$ cat config.mk
export PLATFORM = sky130hd
export DESIGN_NAME = byte_block_transposition_cipher_flat
export DESIGN_NICKNAME = d
export VERILOG_FILES = /design/src/rtl/core/bbtc_pkg.sv /design/src/rtl/core/bbtc_if.sv /design/src/rtl/core/bbtc_datapath.sv /design/src/rtl/core/bbtc_ctrl.sv /design/src/rtl/core/byte_block_transposition_cipher.sv /design/src/flat_wrapper.sv
export SDC_FILE = /design/constraint.sdc
export NUM_CORES = 1
export LEC_CHECK = 0
export BUFFER_PORTS_ARGS = -buffer_cell sky130_fd_sc_hd__buf_2
export CAP_MARGIN = 20
export CORE_ASPECT_RATIO = 1.75
export CORE_MARGIN = 8
export CORE_UTILIZATION = 40
export CTS_CLUSTER_SIZE = 8
export DETAILED_ROUTE_END_ITERATION = 10
export SYNTH_ARGS = -nofsm -noshare
export SYNTH_HDL_FRONTEND = slang
export SYNTH_SLANG_ARGS = --single-unit
$ cat constraint.sdc
create_clock -name clk_i -period 5.8 [get_ports clk_i]
set_clock_uncertainty 0.15 [all_clocks]
set_input_delay 0 -clock clk_i [delete_from_list [all_inputs] [get_ports clk_i]]
set_output_delay 0 -clock clk_i [all_outputs]
set_load 0.03 [all_outputs]
$ cat src/rtl/core/bbtc_pkg.sv
// ----------------------------------------------------------------------------
// bbtc_pkg
// Shared types and constants for the byte block transposition cipher.
// ----------------------------------------------------------------------------
`default_nettype none

package bbtc_pkg;

  localparam int unsigned BLOCK_BYTES = 16;
  localparam int unsigned IDX_W       = $clog2(BLOCK_BYTES);
  localparam int unsigned BYTE_W      = 8;
  localparam int unsigned CFG_IDX_W   = 1;

  localparam logic [BYTE_W-1:0] HEADER_LEN_RST = 8'd54;

  // register indices on the configuration port
  localparam logic [CFG_IDX_W-1:0] CFG_CHAIN_MODE = 1'd0;
  localparam logic [CFG_IDX_W-1:0] CFG_HEADER_LEN = 1'd1;

  // byte i of a block lands at position PERM_TABLE[i]
  localparam logic [IDX_W-1:0] PERM_TABLE [BLOCK_BYTES] = '{
    4'd2, 4'd15, 4'd3, 4'd14, 4'd1, 4'd13, 4'd10, 4'd4,
    4'd6, 4'd0,  4'd5, 4'd8,  4'd11, 4'd7, 4'd12, 4'd9
  };

  // controller -> datapath
  typedef struct packed {
    logic take;     // input beat accepted this cycle
    logic permute;  // build cipher block from the gathered bytes
    logic shift;    // cipher byte delivered, advance the output shifter
  } bbtc_cmd_t;

  // datapath -> controller, valid for the byte on the input channel
  typedef struct packed {
    logic hdr_byte;  // byte passes through in clear
    logic blk_done;  // byte completes a block
  } bbtc_sts_t;

endpackage

`default_nettype wire

$ cat src/rtl/core/bbtc_if.sv
// ----------------------------------------------------------------------------
// bbtc_if
// Valid/ready channels for stream bytes in and result bytes out.
// ----------------------------------------------------------------------------
`default_nettype none

interface bbtc_in_if;
  logic       valid;
  logic       ready;
  logic [7:0] data_byte;
  logic       stream_start;

  modport source (output valid, output data_byte, output stream_start, input ready);
  modport sink   (input valid, input data_byte, input stream_start, output ready);
endinterface

interface bbtc_out_if;
  logic       valid;
  logic       ready;
  logic [7:0] out_byte;
  logic       from_header;
  logic       run_last;

  modport source (output valid, output out_byte, output from_header, output run_last,
                  input ready);
  modport sink   (input valid, input out_byte, input from_header, input run_last,
                  output ready);
endinterface

`default_nettype wire

$ cat src/rtl/core/bbtc_datapath.sv
// ----------------------------------------------------------------------------
// bbtc_datapath
// Config registers, header/fill counters, block buffer, chain block and the
// output shifter that holds the result byte(s).
// ----------------------------------------------------------------------------
`default_nettype none

module bbtc_datapath
  import bbtc_pkg::*;
(
  input  wire logic                 clk_i,
  input  wire logic                 rst_ni,
  input  wire logic                 cfg_we_i,
  input  wire logic [CFG_IDX_W-1:0] cfg_idx_i,
  input  wire logic [BYTE_W-1:0]    cfg_wdata_i,
  input  wire logic [BYTE_W-1:0]    data_byte_i,
  input  wire logic                 stream_start_i,
  input  wire bbtc_cmd_t            cmd_i,
  output bbtc_sts_t                 sts_o,
  output logic [BYTE_W-1:0]         out_byte_o
);

  logic              chain_mode_q;
  logic [BYTE_W-1:0] hdr_len_q;
  logic [BYTE_W-1:0] hdr_cnt_q;
  logic [IDX_W-1:0]  fill_q;
  logic [BYTE_W-1:0] chain_q  [BLOCK_BYTES];
  logic [BYTE_W-1:0] plain_q  [BLOCK_BYTES];
  logic [BYTE_W-1:0] shift_q  [BLOCK_BYTES];
  logic [BYTE_W-1:0] cipher_d [BLOCK_BYTES];

  logic [BYTE_W-1:0] hdr_cnt_eff;
  logic [IDX_W-1:0]  fill_eff;

  // a stream start restarts counting before the byte is looked at
  assign hdr_cnt_eff = stream_start_i ? '0 : hdr_cnt_q;
  assign fill_eff    = stream_start_i ? '0 : fill_q;

  assign sts_o.hdr_byte = hdr_cnt_eff < hdr_len_q;
  assign sts_o.blk_done = fill_eff == IDX_W'(BLOCK_BYTES - 1);

  always_comb begin
    for (int i = 0; i < BLOCK_BYTES; i++) begin
      cipher_d[PERM_TABLE[i]] = plain_q[i] ^ (chain_mode_q ? chain_q[i] : '0);
    end
  end

  always_ff @(posedge clk_i or negedge rst_ni) begin
    if (!rst_ni) begin
      chain_mode_q <= 1'b0;
      hdr_len_q    <= HEADER_LEN_RST;
      hdr_cnt_q    <= '0;
      fill_q       <= '0;
      for (int i = 0; i < BLOCK_BYTES; i++) chain_q[i] <= '0;
    end else begin
      if (cfg_we_i) begin
        unique case (cfg_idx_i)
          CFG_CHAIN_MODE: chain_mode_q <= cfg_wdata_i[0];
          CFG_HEADER_LEN: hdr_len_q    <= cfg_wdata_i;
          default: ;
        endcase
      end
      if (cmd_i.take) begin
        if (stream_start_i) begin
          for (int i = 0; i < BLOCK_BYTES; i++) chain_q[i] <= '0;
        end
        if (sts_o.hdr_byte) begin
          hdr_cnt_q <= hdr_cnt_eff + 8'd1;
          fill_q    <= fill_eff;
        end else begin
          hdr_cnt_q <= hdr_cnt_eff;
          fill_q    <= fill_eff + IDX_W'(1);  // wraps to zero on a full block
        end
      end
      if (cmd_i.permute) begin
        for (int i = 0; i < BLOCK_BYTES; i++) chain_q[i] <= cipher_d[i];
      end
    end
  end

  // payload storage, no reset
  always_ff @(posedge clk_i) begin
    if (cmd_i.take) begin
      if (sts_o.hdr_byte) begin
        shift_q[0] <= data_byte_i;
      end else begin
        plain_q[fill_eff] <= data_byte_i;
      end
    end
    if (cmd_i.permute) begin
      for (int i = 0; i < BLOCK_BYTES; i++) shift_q[i] <= cipher_d[i];
    end else if (cmd_i.shift) begin
      for (int i = 0; i < BLOCK_BYTES - 1; i++) shift_q[i] <= shift_q[i+1];
    end
  end

  assign out_byte_o = shift_q[0];

endmodule

`default_nettype wire

$ cat src/rtl/core/bbtc_ctrl.sv
// ----------------------------------------------------------------------------
// bbtc_ctrl
// Sequencer: takes a byte, then delivers a header beat, nothing for a partial
// block, or on a full block permutes and delivers sixteen cipher beats.
// ----------------------------------------------------------------------------
`default_nettype none

module bbtc_ctrl
  import bbtc_pkg::*;
(
  input  wire logic      clk_i,
  input  wire logic      rst_ni,
  input  wire logic      in_valid_i,
  output logic           in_ready_o,
  output logic           out_valid_o,
  input  wire logic      out_ready_i,
  output logic           from_header_o,
  output logic           run_last_o,
  input  wire bbtc_sts_t sts_i,
  output bbtc_cmd_t      cmd_o
);

  typedef enum logic [1:0] {
    ST_IDLE,
    ST_HDR,
    ST_PERM,
    ST_EMIT
  } state_e;

  state_e           state_q;
  logic [IDX_W-1:0] cnt_q;
  logic             in_beat;
  logic             out_beat;

  assign in_ready_o    = state_q == ST_IDLE;
  assign out_valid_o   = (state_q == ST_HDR) || (state_q == ST_EMIT);
  assign from_header_o = state_q == ST_HDR;
  assign run_last_o    = (state_q == ST_HDR) || (cnt_q == IDX_W'(BLOCK_BYTES - 1));

  assign in_beat  = in_valid_i && in_ready_o;
  assign out_beat = out_valid_o && out_ready_i;

  assign cmd_o.take    = in_beat;
  assign cmd_o.permute = state_q == ST_PERM;
  assign cmd_o.shift   = out_beat && (state_q == ST_EMIT);

  always_ff @(posedge clk_i or negedge rst_ni) begin
    if (!rst_ni) begin
      state_q <= ST_IDLE;
      cnt_q   <= '0;
    end else begin
      unique case (state_q)
        ST_IDLE: begin
          if (in_beat) begin
            if (sts_i.hdr_byte)      state_q <= ST_HDR;
            else if (sts_i.blk_done) state_q <= ST_PERM;
          end
        end
        ST_HDR: begin
          if (out_beat) state_q <= ST_IDLE;
        end
        ST_PERM: begin
          cnt_q   <= '0;
          state_q <= ST_EMIT;
        end
        ST_EMIT: begin
          if (out_beat) begin
            cnt_q <= cnt_q + IDX_W'(1);
            if (cnt_q == IDX_W'(BLOCK_BYTES - 1)) state_q <= ST_IDLE;
          end
        end
        default: state_q <= ST_IDLE;
      endcase
    end
  end

  a_no_overlap: assert property (@(posedge clk_i) disable iff (!rst_ni)
    !(in_ready_o && out_valid_o))
    else $error("input taken while a result is pending");

  a_emit_from_zero: assert property (@(posedge clk_i) disable iff (!rst_ni)
    (state_q == ST_PERM) |=> (state_q == ST_EMIT && cnt_q == '0))
    else $error("cipher run does not start at byte zero");

  a_last_frees_input: assert property (@(posedge clk_i) disable iff (!rst_ni)
    (out_beat && run_last_o) |=> in_ready_o)
    else $error("input not reopened after final beat");

  a_cipher_not_header: assert property (@(posedge clk_i) disable iff (!rst_ni)
    cmd_o.shift |-> !from_header_o)
    else $error("shifter advanced on a header beat");

endmodule

`default_nettype wire

$ cat src/rtl/core/byte_block_transposition_cipher.sv
// ----------------------------------------------------------------------------
// byte_block_transposition_cipher
// Header pass-through plus 16-byte transposition cipher, ECB or CBC.
// ----------------------------------------------------------------------------
// One byte is taken at a time. A header byte is accepted, then delivered as
// one result beat. A cipher byte that does not finish a block is only
// accepted. The byte that finishes a block is accepted, then the whole block
// is permuted and chained in the permute state, then 16 result beats are
// shifted out of a single output register bank; input is held off until the
// last beat is taken. Configuration must be written only while idle; the
// block itself does not enforce this.
`default_nettype none

module byte_block_transposition_cipher
  import bbtc_pkg::*;
(
  input  wire logic                 clk_i,
  input  wire logic                 rst_ni,
  input  wire logic                 cfg_we_i,
  input  wire logic [CFG_IDX_W-1:0] cfg_idx_i,
  input  wire logic [BYTE_W-1:0]    cfg_wdata_i,
  bbtc_in_if.sink                   in_i,
  bbtc_out_if.source                out_o
);

  bbtc_cmd_t cmd;
  bbtc_sts_t sts;

  bbtc_ctrl u_ctrl (
    .clk_i         (clk_i),
    .rst_ni        (rst_ni),
    .in_valid_i    (in_i.valid),
    .in_ready_o    (in_i.ready),
    .out_valid_o   (out_o.valid),
    .out_ready_i   (out_o.ready),
    .from_header_o (out_o.from_header),
    .run_last_o    (out_o.run_last),
    .sts_i         (sts),
    .cmd_o         (cmd)
  );

  bbtc_datapath u_datapath (
    .clk_i          (clk_i),
    .rst_ni         (rst_ni),
    .cfg_we_i       (cfg_we_i),
    .cfg_idx_i      (cfg_idx_i),
    .cfg_wdata_i    (cfg_wdata_i),
    .data_byte_i    (in_i.data_byte),
    .stream_start_i (in_i.stream_start),
    .cmd_i          (cmd),
    .sts_o          (sts),
    .out_byte_o     (out_o.out_byte)
  );

endmodule

`default_nettype wire

$ cat src/flat_wrapper.sv
// flat-port wrapper written by rule: the top's interface ports become plain ports
module byte_block_transposition_cipher_flat import bbtc_pkg::*;
  (clk_i, rst_ni, cfg_we_i, cfg_idx_i, cfg_wdata_i, in_i_valid, in_i_data_byte, in_i_stream_start, in_i_ready, out_o_valid, out_o_out_byte, out_o_from_header, out_o_run_last, out_o_ready);
  bbtc_in_if in_i_i ();
  bbtc_out_if out_o_i ();
  input  wire logic clk_i;
  input  wire logic rst_ni;
  input  wire logic cfg_we_i;
  input  wire logic [CFG_IDX_W-1:0] cfg_idx_i;
  input  wire logic [BYTE_W-1:0] cfg_wdata_i;
  input wire logic [$bits(in_i_i.valid)-1:0] in_i_valid;
  input wire logic [$bits(in_i_i.data_byte)-1:0] in_i_data_byte;
  input wire logic [$bits(in_i_i.stream_start)-1:0] in_i_stream_start;
  output wire logic [$bits(in_i_i.ready)-1:0] in_i_ready;
  output wire logic [$bits(out_o_i.valid)-1:0] out_o_valid;
  output wire logic [$bits(out_o_i.out_byte)-1:0] out_o_out_byte;
  output wire logic [$bits(out_o_i.from_header)-1:0] out_o_from_header;
  output wire logic [$bits(out_o_i.run_last)-1:0] out_o_run_last;
  input wire logic [$bits(out_o_i.ready)-1:0] out_o_ready;
  assign in_i_i.valid = in_i_valid;
  assign in_i_i.data_byte = in_i_data_byte;
  assign in_i_i.stream_start = in_i_stream_start;
  assign in_i_ready = in_i_i.ready;
  assign out_o_valid = out_o_i.valid;
  assign out_o_out_byte = out_o_i.out_byte;
  assign out_o_from_header = out_o_i.from_header;
  assign out_o_run_last = out_o_i.run_last;
  assign out_o_i.ready = out_o_ready;
  byte_block_transposition_cipher u_core (.clk_i(clk_i), .rst_ni(rst_ni), .cfg_we_i(cfg_we_i), .cfg_idx_i(cfg_idx_i), .cfg_wdata_i(cfg_wdata_i), .in_i(in_i_i), .out_o(out_o_i));
endmodule
# Yosys cells after proc, flatten, opt, wreduce, memory -nomap -nowiden
# Memories as Yosys holds them, arrays and structs flattened.
# Cells that the tools add are included.
# classes
n_eq_ne,10
n_mux,59
n_bitwise,33
n_reduce_logical,14
n_lt_le_gt_ge,1
add_sub_neg,3
# ops
op,count
$mux W128,3
$mux W8,34
$xor A8 B8 Y8,16
$or A1 B1 Y1,16
$mux W2,6
$mux W4,3
$mux W1,11
$add A4 B1 Y4 const B,2
$add A8 B1 Y8 const B,1
$eq A4 B4 Y1 const B,2
$lt A8 B8 Y1,1
$pmux W2 S4,1
$pmux W4 S2,1
$reduce_and A2 Y1,4
$ne A2 B1 Y1 const B,3
$reduce_bool A2 Y1,3
$reduce_and A5 Y1,1
$eq A2 B2 Y1 const B,2
$logic_and A1 B1 Y1,3
$ne A3 B1 Y1 const B,1
$eq A2 B1 Y1 const B,1
$logic_not A2 Y1,1
$logic_or A1 B1 Y1,2
$ne A2 B2 Y1 const B,1
$not A1 Y1,1
# word_totals
ram_bits,256
register_bits,155
elab_cells,144
n_memories,2
input_bits,23
# memory_table
name,words,word_bits,rd,rd_ports_with_merged_regs,write_ports,line,text
u_core.u_datapath.plain_q,16,8,16,0,1,bbtc_datapath.sv:28,logic [BYTE_W-1:0] plain_q [BLOCK_BYTES];
u_core.u_datapath.shift_q,16,8,16,0,16,bbtc_datapath.sv:29,logic [BYTE_W-1:0] shift_q [BLOCK_BYTES];

# Longest topological paths before layout
# Gate-level depths: netlist (run 1).
# depth
word_depth,8
mapped_depth,12

# Modules after synthesis
# A second synthesis (run 1) with hierarchy kept.
# hier_totals
cells_unflattened,1453
hier_area_um2,17033.8
# modules_own_cells
module,n_inst,cells_each,area_each_um2,seq_area_each_um2
bbtc_datapath,1,1414,16686.0,11421.0
bbtc_ctrl,1,39,347.8,150.1

# Least setup slack after synthesis (run 1)
# Ideal clock, no wire load.
# synth_path
path_kind,reg-to-reg
from,register u_core.u_ctrl.state_q[0]
to,"memory u_core.u_datapath.shift_q[12][4] (netlist: u_core.u_datapath.shift_q[0][100]), enable pin"
required_time_ns,5.185
stages_incl_launch_ff,8
path_slack_ns,1.689
period_less_slack_ns,4.111
setup_time_ns,0.465
arrival_ns,3.496
path_cell_list,dfrtp_1 inv_1 nand2_1 inv_1 buf_2 nor2_1 clkbuf_1 inv_1
# synth_rtl
element,line,text
from (decl),bbtc_ctrl.sv:30,state_e state_q;
from (signal assigned),bbtc_ctrl.sv:49,state_q <= ST_IDLE;
from (signal assigned),bbtc_ctrl.sv:55,if (sts_i.hdr_byte) state_q <= ST_HDR;
from (signal assigned),bbtc_ctrl.sv:56,else if (sts_i.blk_done) state_q <= ST_PERM;
to (decl),bbtc_datapath.sv:29,

==> results of run 1 <==
[sequential cells by signal, summed over array words and instances (netlist names)]
name / flops
u_core.u_ctrl.cnt_q: 4
u_core.u_ctrl.state_q: 2
u_core.u_datapath.chain_mode_q: 1
u_core.u_datapath.chain_q: 128
u_core.u_datapath.fill_q: 4
u_core.u_datapath.hdr_cnt_q: 8
u_core.u_datapath.hdr_len_q: 8
u_core.u_datapath.plain_q: 128
u_core.u_datapath.shift_q: 128
[per-stage QoR]
stage | total power, uW | util
2_1_floorplan | 3500 | -
3_3_place_gp | 3640 | 0.418
3_5_place_dp | 3650 | 0.418
4_1_cts | 6720 | 0.464
5_1_grt | 6890 | 0.465
6_report | 6660 | 0.465
[layout by cell type, fill, tap and decap left out, drive strengths merged, types with 12 or more instances in the layout]
master	Yosys	routed
and2	14	14
clkbuf	56	100
ha	12	12
edfxtp	256	256
xor2	120	120
a21oi	76	76
o21ai	85	85
nor2	139	139
dfrtp	151	151
dlygate4sd3	0	32
inv	15	15
nand2	217	217
nor2b	12	12
buf	28	52
nand3	13	13
a21o	88	88
[final cells by class]
cell class                      count  area, sq um  share of cell area
Timing Repair Buffer               84          669              0.0341
Clock buffer                      100         1610              0.0820
Clock inverter                      2         23.8             0.00121
Tap cell                          561          702              0.0358
Sequential cell                   411        11600               0.590
Multi-Input combinational cell    862         4980               0.254
Inverter                           15         58.8             0.00300
[critical path: stages, from the launching register on]
cell and delay [ps]:
dfrtp_1 470, inv_1 180, nand2_4 60, inv_1 700, nor2_1 220, inv_4 750
buf_4 480
[cells by family (layout without fill, tap and decap cells)]
logic type,after synthesis,after routing,synth area share
AND/OR/NAND/NOR,428,428,0.105
AO/OA/AOI/OAI,283,283,0.104
multiplexers,10,10,0.00657
buffers and inverters,99,201,0.0258
flip-flops,411,411,0.683
XOR/XNOR,129,129,0.0666
adder cells (fa/ha/maj),12,12,0.00886
[timing repair]
action,in CTS,in global routing
buffers inserted,0,0
hold endpoints to repair,249,50
hold buffers,31,1
[worst paths after layout]
check / startpoint / to / cells past startpoint
worst min register to register: u_core.u_datapath.chain_q[42] / u_core.u_datapath.chain_q[42] / 1
min in group asynchronous: rst_ni / u_core.u_datapath.hdr_cnt_q[3] / 3
worst max-delay path: u_core.u_ctrl.state_q[0] / u_core.u_datapath.shift_q[0][44] / 6
worst min-delay path: cfg_wdata_i[0] / u_core.u_datapath.chain_mode_q / 3
worst max register to register: u_core.u_ctrl.state_q[0] / u_core.u_datapath.shift_q[0][44] / 6
max in group asynchronous: rst_ni / u_core.u_datapath.chain_q[84] / 5
[where the power goes]
| part | switching, uW | internal (uW) | total (uW) |
|---|---|---|---|
| Sequential | 64.6 | 3160 | 3230 |
| Combinational | 260 | 132 | 392 |
| Clock | 1190 | 1850 | 3040 |
[layer usage]
| layer | share of wire | vias to the layer above | wire length [um] |
|---|---|---|---|
| li1 | - | 4880 | - |
| met1 | 0.39 | 5244 | 16000 |
| met2 | 0.53 | 201 | 21500 |
| met3 | 0.035 | 66 | 1420 |
| met4 | 0.039 | 0 | 1560 |
| met5 | 0 | - | 0 |
==> impl_metrics.env, run 1 <==
export IMPL_cts_buffers=57
export IMPL_grt_busiest_layer="met2"
export IMPL_die_y_um=288
export IMPL_use_met2=0.302
export IMPL_antennaDiodeCount=0
export IMPL_ctsHtreeMaxLevel=2
export IMPL_hpwl_um=24800
export IMPL_row_count=100
export IMPL_synth_edf_count=256
export IMPL_cts_resized=0
export IMPL_syn_avg_cell_area_sq_um=12.4
export IMPL_synth_common_cells="256 x edfxtp_1, 217 x nand2_1, 151 x dfrtp_1, 138 x nor2_1, 120 x xor2_1"
export IMPL_setup_viol=0
export IMPL_first_pass_iters=5
export IMPL_p_leak_uw=0.00791
export IMPL_die_w_um=172
export IMPL_initial_core_util=0.402
export IMPL_final_hold_viol_count=0
export IMPL_via_per_inst=5.11
export IMPL_status="completed"
export IMPL_dp_slack_ps=2370
export IMPL_slew_violations=0
export IMPL_async_flop_share=0.377
export IMPL_holdCritPathClass="in -> reg"
export IMPL_netlist_area_sq_um=17000
export IMPL_start_kind="flip-flop"
export IMPL_cp_required_ps=5880
export IMPL_fillers=3798
export IMPL_drv_cap=0
export IMPL_synth_ff_type="edfxtp_1"
export IMPL_drive_gt1_frac=0.0929
export IMPL_path_class="reg -> reg"
export IMPL_clk_pin_slew_worst_paths_ps=60
export IMPL_seq_area_frac_synth=0.683
export IMPL_clk_latency_ps=570
export IMPL_yosysMostFrequentCell="edfxtp_1"
export IMPL_cp_arrival_ps=3450
export IMPL_coreArea_sq_um=42200
export IMPL_netlist_top_cells_area="edfxtp_1 45%, dfrtp_1 22%, xor2_1 6.2%"
export IMPL_crit_fanout=66
export IMPL_ys_ff_latch=411
export IMPL_gp_congestion=0.784
export IMPL_port_buffers=34
export IMPL_antenna_found_initial=0
export IMPL_ant_nets=0
export IMPL_finalNonFillerCells=2035
export IMPL_hold_ws_ps=108
export IMPL_clockBufferDepth=3
export IMPL_ir_worst_vdd_uv=211
export IMPL_setup_ws_ps=2430
export IMPL_gr_total_overflow=0
export IMPL_p_per_area_nw_per_um2=340
export IMPL_relSlewSlack=0.361
export IMPL_netlist_area_leader_share=0.453
export IMPL_synthCells=1372
export IMPL_timing_fmax_ghz=0.297
export IMPL_syn_nets=1407
export IMPL_grt_first_pass_wirelength_um=63700
export IMPL_grt_setup_unrepaired="no"
export IMPL_num_nets_final=1466
export IMPL_grt_use_met3=0.0224
export IMPL_fin_crit_ps=3370
export IMPL_grt_max_degree=100
export IMPL_via_count=10391
export IMPL_drt_drc_violations_left=0
export IMPL_avgRoutedWirePerCell_um=19.9
export IMPL_worst_slew_pin_slew_ps=959
export IMPL_grtUsageTotal=0.167
export IMPL_tns_ps=0
export IMPL_placed_area_sq_um=17600
export IMPL_r2r_slack_ps=2430
export IMPL_cts_sinks=411
export IMPL_fin_crit_sh=0.581
export IMPL_drtIter0Drc=707
export IMPL_root_buffer="clkbuf_16"
export IMPL_worst_setup_path_end_kind="flip-flop"
export IMPL_ys_warn_count=0
export IMPL_grt_pass1_vias=11146
export IMPL_dp_cells=1898
export IMPL_grt_use_met1=0.192
export IMPL_synth_distinct_cells=48
export IMPL_routed_wl_um=40500
export IMPL_cts_tree="built"
export IMPL_die_area_sq_um=49500
export IMPL_syn_to_final_growth_pct=15.7
export IMPL_yosys_area_top_type="edfxtp_1"
export IMPL_stdcell_area_sq_um=19600
export IMPL_ios=35
(Power assumes the default switching activity.)
==> inputs of run 2 (changes only) <==
Settings changed: ABC_AREA from default to 1.
Clock period 5.8 ns to 3.5 ns, I/O delays scaled along.
==> run 2 against run 1 <==
Against the previous run:
- power is 71% higher
- global-route usage is 1.2 points higher
- via count is 13% higher
- design area is 2.8% higher
- maximum frequency is 6.5% higher
- first-iteration DRC count is 2.4% lower
- hold slack worse by 170 ps
- core utilization is 0.12 points higher
- non-clock buffer count is 15 higher
- sequential power is 67% higher
- clock power is 69% higher
- the run now ends with negative hold slack left
==> impl_metrics.env, run 2 <==
export IMPL_netlist_area_sq_um=17400
export IMPL_avgRoutedWirePerCell_um=20.4
export IMPL_drive_gt1_frac=0.0911
export IMPL_ios=35
export IMPL_fillers=3993
export IMPL_async_flop_share=0.377
export IMPL_reg_largest_list="u_core.u_datapath.chain_q: 128 flops, u_core.u_datapath.plain_q: 128 flops, u_core.u_datapath.shift_q: 128 flops"
export IMPL_antenna_found_initial=1
export IMPL_syn_to_final_growth_pct=15.6
export IMPL_ant_nets=0
export IMPL_crit_fanout=53
export IMPL_violations="negative hold slack"
export IMPL_die_y_um=292
export IMPL_clk_latency_ps=580
export IMPL_cts_buffers=57
export IMPL_final_hold_viol_count=19
export IMPL_clockBufferDepth=3
export IMPL_combPwrFrac=0.077
export IMPL_layout_commonest_cell="nand2_1"
export IMPL_drt_drc_violations_left=0
export IMPL_r2r_start="u_core.u_ctrl.state_q[0]"
export IMPL_via_count=11735
export IMPL_fin_crit_sh=0.904
export IMPL_holdCritPathClass="in -> async"
export IMPL_dp_slack_ps=375
export IMPL_grt_pass1_vias=12356
export IMPL_worst_slew_pin_slew_ps=993
export IMPL_netlist_area_leader_share=0.441
export IMPL_num_nets_final=1669
export IMPL_cts_sinks=411
export IMPL_ctsHtreeMaxLevel=2
export IMPL_slew_violations=0
export IMPL_clockPowerShare=0.450
export IMPL_coreArea_sq_um=43200
export IMPL_hold_ws_ps=-63.7
export IMPL_cts_setup_buffers=0
export IMPL_regArea_sq_um=11600
export IMPL_netSwitchingFraction=0.241
export IMPL_drtIter0Drc=690
export IMPL_hpwl_um=29600
export IMPL_reg2reg_depth=5
export IMPL_die_area_sq_um=50800
export IMPL_ir_worst_vdd_uv=363
export IMPL_r2r_slack_ps=340
export IMPL_initial_core_util=0.404
export IMPL_fin_crit_ps=3160
export IMPL_yosys_area_top_type="edfxtp_1"
export IMPL_cp_arrival_ps=3290
export IMPL_synth_common_cells="360 x nand2_1, 256 x edfxtp_1, 200 x nand3_1, 151 x dfrtp_1, 141 x o21ai_0"
export IMPL_timing_fmax_ghz=0.316
export IMPL_ys_ff_latch=411
export IMPL_setup_viol=0
export IMPL_syn_avg_cell_area_sq_um=11.1
export IMPL_synthCells=1568
export IMPL_first_pass_iters=7
export IMPL_p_sw_uw=2750
export IMPL_p_int_uw=8660
export IMPL_relSlewSlack=0.338
export IMPL_root_buffer="clkbuf_16"
export IMPL_row_count=101
export IMPL_status="finished, violations left"
export IMPL_netlist_top_cells_area="edfxtp_1 44%, dfrtp_1 22%, nand2_1 7.7%"
export IMPL_timing_rr_end="u_core.u_datapath.shift_q[0][101]"
export IMPL_pwr_share_seq=0.473
export IMPL_p_leak_uw=0.00786
export IMPL_yosysMostFrequentCell="nand2_1"
export IMPL_synth_ff_type="edfxtp_1"
export IMPL_path_class="reg -> reg"
export IMPL_gr_total_overflow=0
export IMPL_clk_pin_slew_worst_paths_ps=50
export IMPL_multi_input_area_sq_um=4990
export IMPL_via_per_inst=5.22
export IMPL_die_w_um=174
export IMPL_grtUsageTotal=0.179
export IMPL_grt_first_pass_wirelength_um=71100
export IMPL_seq_area_frac_synth=0.663
export IMPL_cp_required_ps=3630
export IMPL_cts_tree="built"
export IMPL_p_per_area_nw_per_um2=566
export IMPL_grt_setup_unrepaired="no"
export IMPL_syn_nets=1603
export IMPL_ys_warn_count=0
export IMPL_dp_cells=2105
export IMPL_port_buffers=34
export IMPL_grt_max_degree=156
export IMPL_drv_cap=0
export IMPL_synth_edf_count=256
export IMPL_setup_ws_ps=336
export IMPL_tns_ps=0
export IMPL_start_kind="flip-flop"
export IMPL_finalNonFillerCells=2246
export IMPL_final_cell_mix="359 x nand2_1, 256 x edfxtp_1, 200 x nand3_1"
export IMPL_gp_congestion=0.845
export IMPL_routed_wl_um=45700
export IMPL_synth_distinct_cells=33
export IMPL_worst_setup_path_end_kind="flip-flop"
run 2: changes by cell type after synthesis, moves of 34 or more:
cell / previous run / this run
nand3_1: 13 / 200
o21bai_1: 0 / 49
o21ai_0: 85 / 141
nand2_1: 217 / 360
a21o_1: 88 / 0
inv_1: 15 / 94
xor2_1: 120 / 86
a21oi_1: 76 / 13
nor2_1: 138 / 42
run 2: per-stage QoR:
stage	util	hold slack (ps)	instance area, sq um	power (uW)
after floorplan	-	-446	17400	6010
after global placement	0.420	24.4	18100	6310
after detailed placement	0.420	33.2	18100	6330
after CTS	0.467	4.40	20200	11500
after global routing	0.467	33.4	20200	11800
final	0.467	-63.7	20200	11400
run 2: layer usage:
metal / share of wire / global-route usage
met1: 0.38 / 0.194
met2: 0.54 / 0.334
met3: 0.032 / 0.0219
met4: 0.052 / 0.0971
met5: 0 / 0
run 2: logic make-up after synthesis:
| group | synth area share |
|---|---|
| flip-flops | 0.663 |
| adder cells (fa/ha/maj) | 0.00861 |
| buffers and inverters | 0.0509 |
| AO/OA/AOI/OAI | 0.0793 |
| XOR/XNOR | 0.0442 |
| AND/OR/NAND/NOR | 0.154 |
run 2: critical path, stage by stage, from the launching register on:
cell and delay (ps):
dfrtp_1 450, nand2_1 210, nor2_4 60, nor2_1 720, clkinvlp_4 800, buf_12 400
run 2: how the worst max path moves through the flow:
stage / startpoint / end / slack, ps
final: u_core.u_ctrl.state_q[0] / u_core.u_datapath.shift_q[0][101] / 340
after global routing: u_core.u_ctrl.state_q[0] / u_core.u_datapath.shift_q[0][63] / 130
after CTS: u_core.u_ctrl.state_q[0] / u_core.u_datapath.shift_q[0][91] / 350
after detailed placement: u_core.u_ctrl.state_q[0] / u_core.u_datapath.shift_q[0][69] / 370
after global placement: in_i_stream_start / u_core.u_datapath.plain_q[11][2] / 420
after floorplan: u_core.u_ctrl.state_q[0] / u_core.u_datapath.shift_q[0][100] / 250
run 2: repair_timing:
action	CTS	global route
hold buffers	36	0
endpoints found under the hold margin	283	0
gates resized for setup	0	0
run 2: cell type report:
| type | count | share of cell area |
|---|---|---|
| diodes | 1 | 0.000124 |
| clock buffers | 102 | 0.0812 |
| clock inverters | 2 | 0.000807 |
| inverters | 100 | 0.0192 |
| multi-input cells | 965 | 0.248 |
| flip-flops and latches | 411 | 0.574 |
| well taps | 566 | 0.0351 |
| repair buffers | 99 | 0.0418 |
run 2: power groups by stage:
stage | logic [uW] | clock network [uW] | registers (uW)
detailed placement | 844 | 0 | 5490
finish | 877 | 5130 | 5400
floorplan | 573 | 0 | 5440
global route | 962 | 5390 | 5410
CTS | 889 | 5220 | 5400
global placement | 833 | 0 | 5480
==> inputs of run 3 (changes only) <==
Settings changed: CTS_BUF_LIST from default to sky130_fd_sc_hd__clkbuf_4 sky130_fd_sc_hd__clkbuf_8.
==> run 3 against run 2 <==
Against the previous run:
- the flow now finishes without violations
- design area fell by 1.5%
- clock-buffer cell count rose by 1
- core utilization fell by 0.69 points
- flip-flop and latch count did not move
- maximum frequency fell by 0.35%
- final cell count rose by 0.85%
- global-route usage rose by 0.15 points
- via count rose by 0.54%
- critical endpoint is now u_core.u_datapath.shift_q[0][115]
- highest routed layer unchanged
==> impl_metrics.env, run 3 (synthesis results as in run 2) <==
export IMPL_path_class="reg -> reg"
export IMPL_cts_tree="built"
export IMPL_clockBufferDepth=3
export IMPL_cp_required_ps=3670
export IMPL_grt_max_degree=156
export IMPL_clk_pin_slew_worst_paths_ps=70
export IMPL_grt_busiest_layer="met2"
export IMPL_stdcell_area_sq_um=19900
export IMPL_antenna_found_initial=2
export IMPL_num_nets_final=1684
export IMPL_p_int_uw=7670
export IMPL_final_cell_mix="359 x nand2_1, 256 x edfxtp_1, 200 x nand3_1"
export IMPL_timing_fmax_ghz=0.315
export IMPL_gp_congestion=0.845
export IMPL_slew_violations=0
export IMPL_start_kind="flip-flop"
export IMPL_timing_rr_end="u_core.u_datapath.shift_q[0][115]"
export IMPL_layout_commonest_cell="nand2_1"
export IMPL_syn_to_final_growth_pct=13.9
export IMPL_grt_first_pass_wirelength_um=71300
export IMPL_initial_core_util=0.404
export IMPL_holdBufCountCts=48
export IMPL_hp_start="in_i_valid"
export IMPL_gr_total_overflow=0
export IMPL_cts_buffers=60
export IMPL_reg2reg_depth=5
export IMPL_placed_area_sq_um=18100
export IMPL_fin_crit_sh=0.907
export IMPL_grt_use_met1=0.193
export IMPL_worst_slew_pin_slew_ps=942
export IMPL_cts_setup_buffers=0
export IMPL_pwr_share_seq=0.526
export IMPL_ctsHtreeMaxLevel=2
export IMPL_worst_setup_path_end_kind="flip-flop"
export IMPL_status="completed"
export IMPL_final_hold_viol_count=0
export IMPL_fin_crit_ps=3180
export IMPL_crit_fanout=53
export IMPL_relSlewSlack=0.370
export IMPL_multi_input_area_sq_um=4990
export IMPL_coreArea_sq_um=43200
export IMPL_drv_cap=0
export IMPL_fillers=4046
export IMPL_p_leak_uw=0.00779
export IMPL_crit_path_end="u_core.u_datapath.shift_q[0][115]"
export IMPL_reg_largest_list="u_core.u_datapath.chain_q: 128 flops, u_core.u_datapath.plain_q: 128 flops, u_core.u_datapath.shift_q: 128 flops"
export IMPL_r2r_start="u_core.u_ctrl.state_q[0]"
export IMPL_setup_viol=0
export IMPL_p_sw_uw=2570
export IMPL_use_met2=0.331
export IMPL_p_per_area_nw_per_um2=516
export IMPL_crit_start="u_core.u_ctrl.state_q[0]"
export IMPL_hpwl_um=29600
export IMPL_avgRoutedWirePerCell_um=20.4
export IMPL_grt_setup_unrepaired="no"
export IMPL_row_count=101
export IMPL_regArea_sq_um=11600
export IMPL_grt_use_met3=0.0229
export IMPL_ir_worst_vdd_uv=386
export IMPL_combPwrFrac=0.087
export IMPL_clockPowerShare=0.386
export IMPL_cp_arrival_ps=3350
export IMPL_drtIter0Drc=683
export IMPL_via_per_inst=5.21
export IMPL_root_buffer="clkbuf_8"
export IMPL_first_pass_iters=5
export IMPL_tns_ps=0
export IMPL_cts_sinks=411
export IMPL_netSwitchingFraction=0.251
export IMPL_die_y_um=292
export IMPL_r2r_slack_ps=320
export IMPL_port_buffers=34
export IMPL_clk_latency_ps=640
export IMPL_ios=35
export IMPL_routed_wl_um=46100
export IMPL_cts_resized=0
export IMPL_ant_nets=0
export IMPL_die_area_sq_um=50800
export IMPL_drive_gt1_frac=0.118
export IMPL_grtUsageTotal=0.181
export IMPL_die_w_um=174
export IMPL_grt_pass1_vias=12512
export IMPL_drt_drc_violations_left=0
export IMPL_via_count=11798
export IMPL_holdCritPathClass="in -> reg"
[run 3: power groups by stage]
stage	logic, uW	registers, uW	clock network [uW]
2_1_floorplan	573	5440	0
3_3_place_gp	833	5480	0
3_5_place_dp	844	5490	0
4_1_cts	903	5390	4040
5_1_grt	976	5400	4220
6_report	895	5390	3960
[run 3: cell type report]
cell class	instances	share of cell area
flip-flops and latches	411	0.583
multi-input cells	965	0.251
clock buffers	103	0.0581
repair buffers	111	0.0493
well taps	566	0.0356
inverters	100	0.0195
clock inverters	7	0.00309
diodes	2	0.000252
[run 3: layer usage]
layer  wire length, um  vias to the layer above
li1                  -                     5502
met2             24500                      257
met1             17300                     5918
met4              2850                        0
met5                 0                        -
met3              1490                      121
[run 3: worst min-delay path by stage]
stage | endpoint | slack (ps) | cells past startpoint
final | u_core.u_datapath.hdr_cnt_q[7] | 170 | 5
after global routing | u_core.u_datapath.plain_q[3][7] | 170 | 2
after CTS | u_core.u_datapath.hdr_cnt_q[7] | 130 | 5
after detailed placement | u_core.u_datapath.chain_q[58] | 30 | 1
after global placement | u_core.u_datapath.chain_q[58] | 20 | 1
after floorplan | u_core.u_ctrl.cnt_q[0] | -450 | 0
[run 3: critical path, stage by stage (launching register included)]
cell	delay (ps)
dfrtp_1	460
nand2_1	210
nor2_4	60
nor2_1	710
clkinvlp_4	800
buf_12	390
[run 3: stage by stage]
stage | hold WS, ps | instances | util | power (uW) | setup slack (ps)
after floorplan | -446 | 1568 | - | 6010 | 247
after detailed placement | 33.2 | 2105 | 0.420 | 6330 | 375
after global placement | 24.4 | 2105 | 0.420 | 6310 | 421
after CTS | 126 | 2263 | 0.460 | 10300 | 332
after global routing | 169 | 2265 | 0.460 | 10600 | 121
final | 173 | 2265 | 0.460 | 10200 | 324
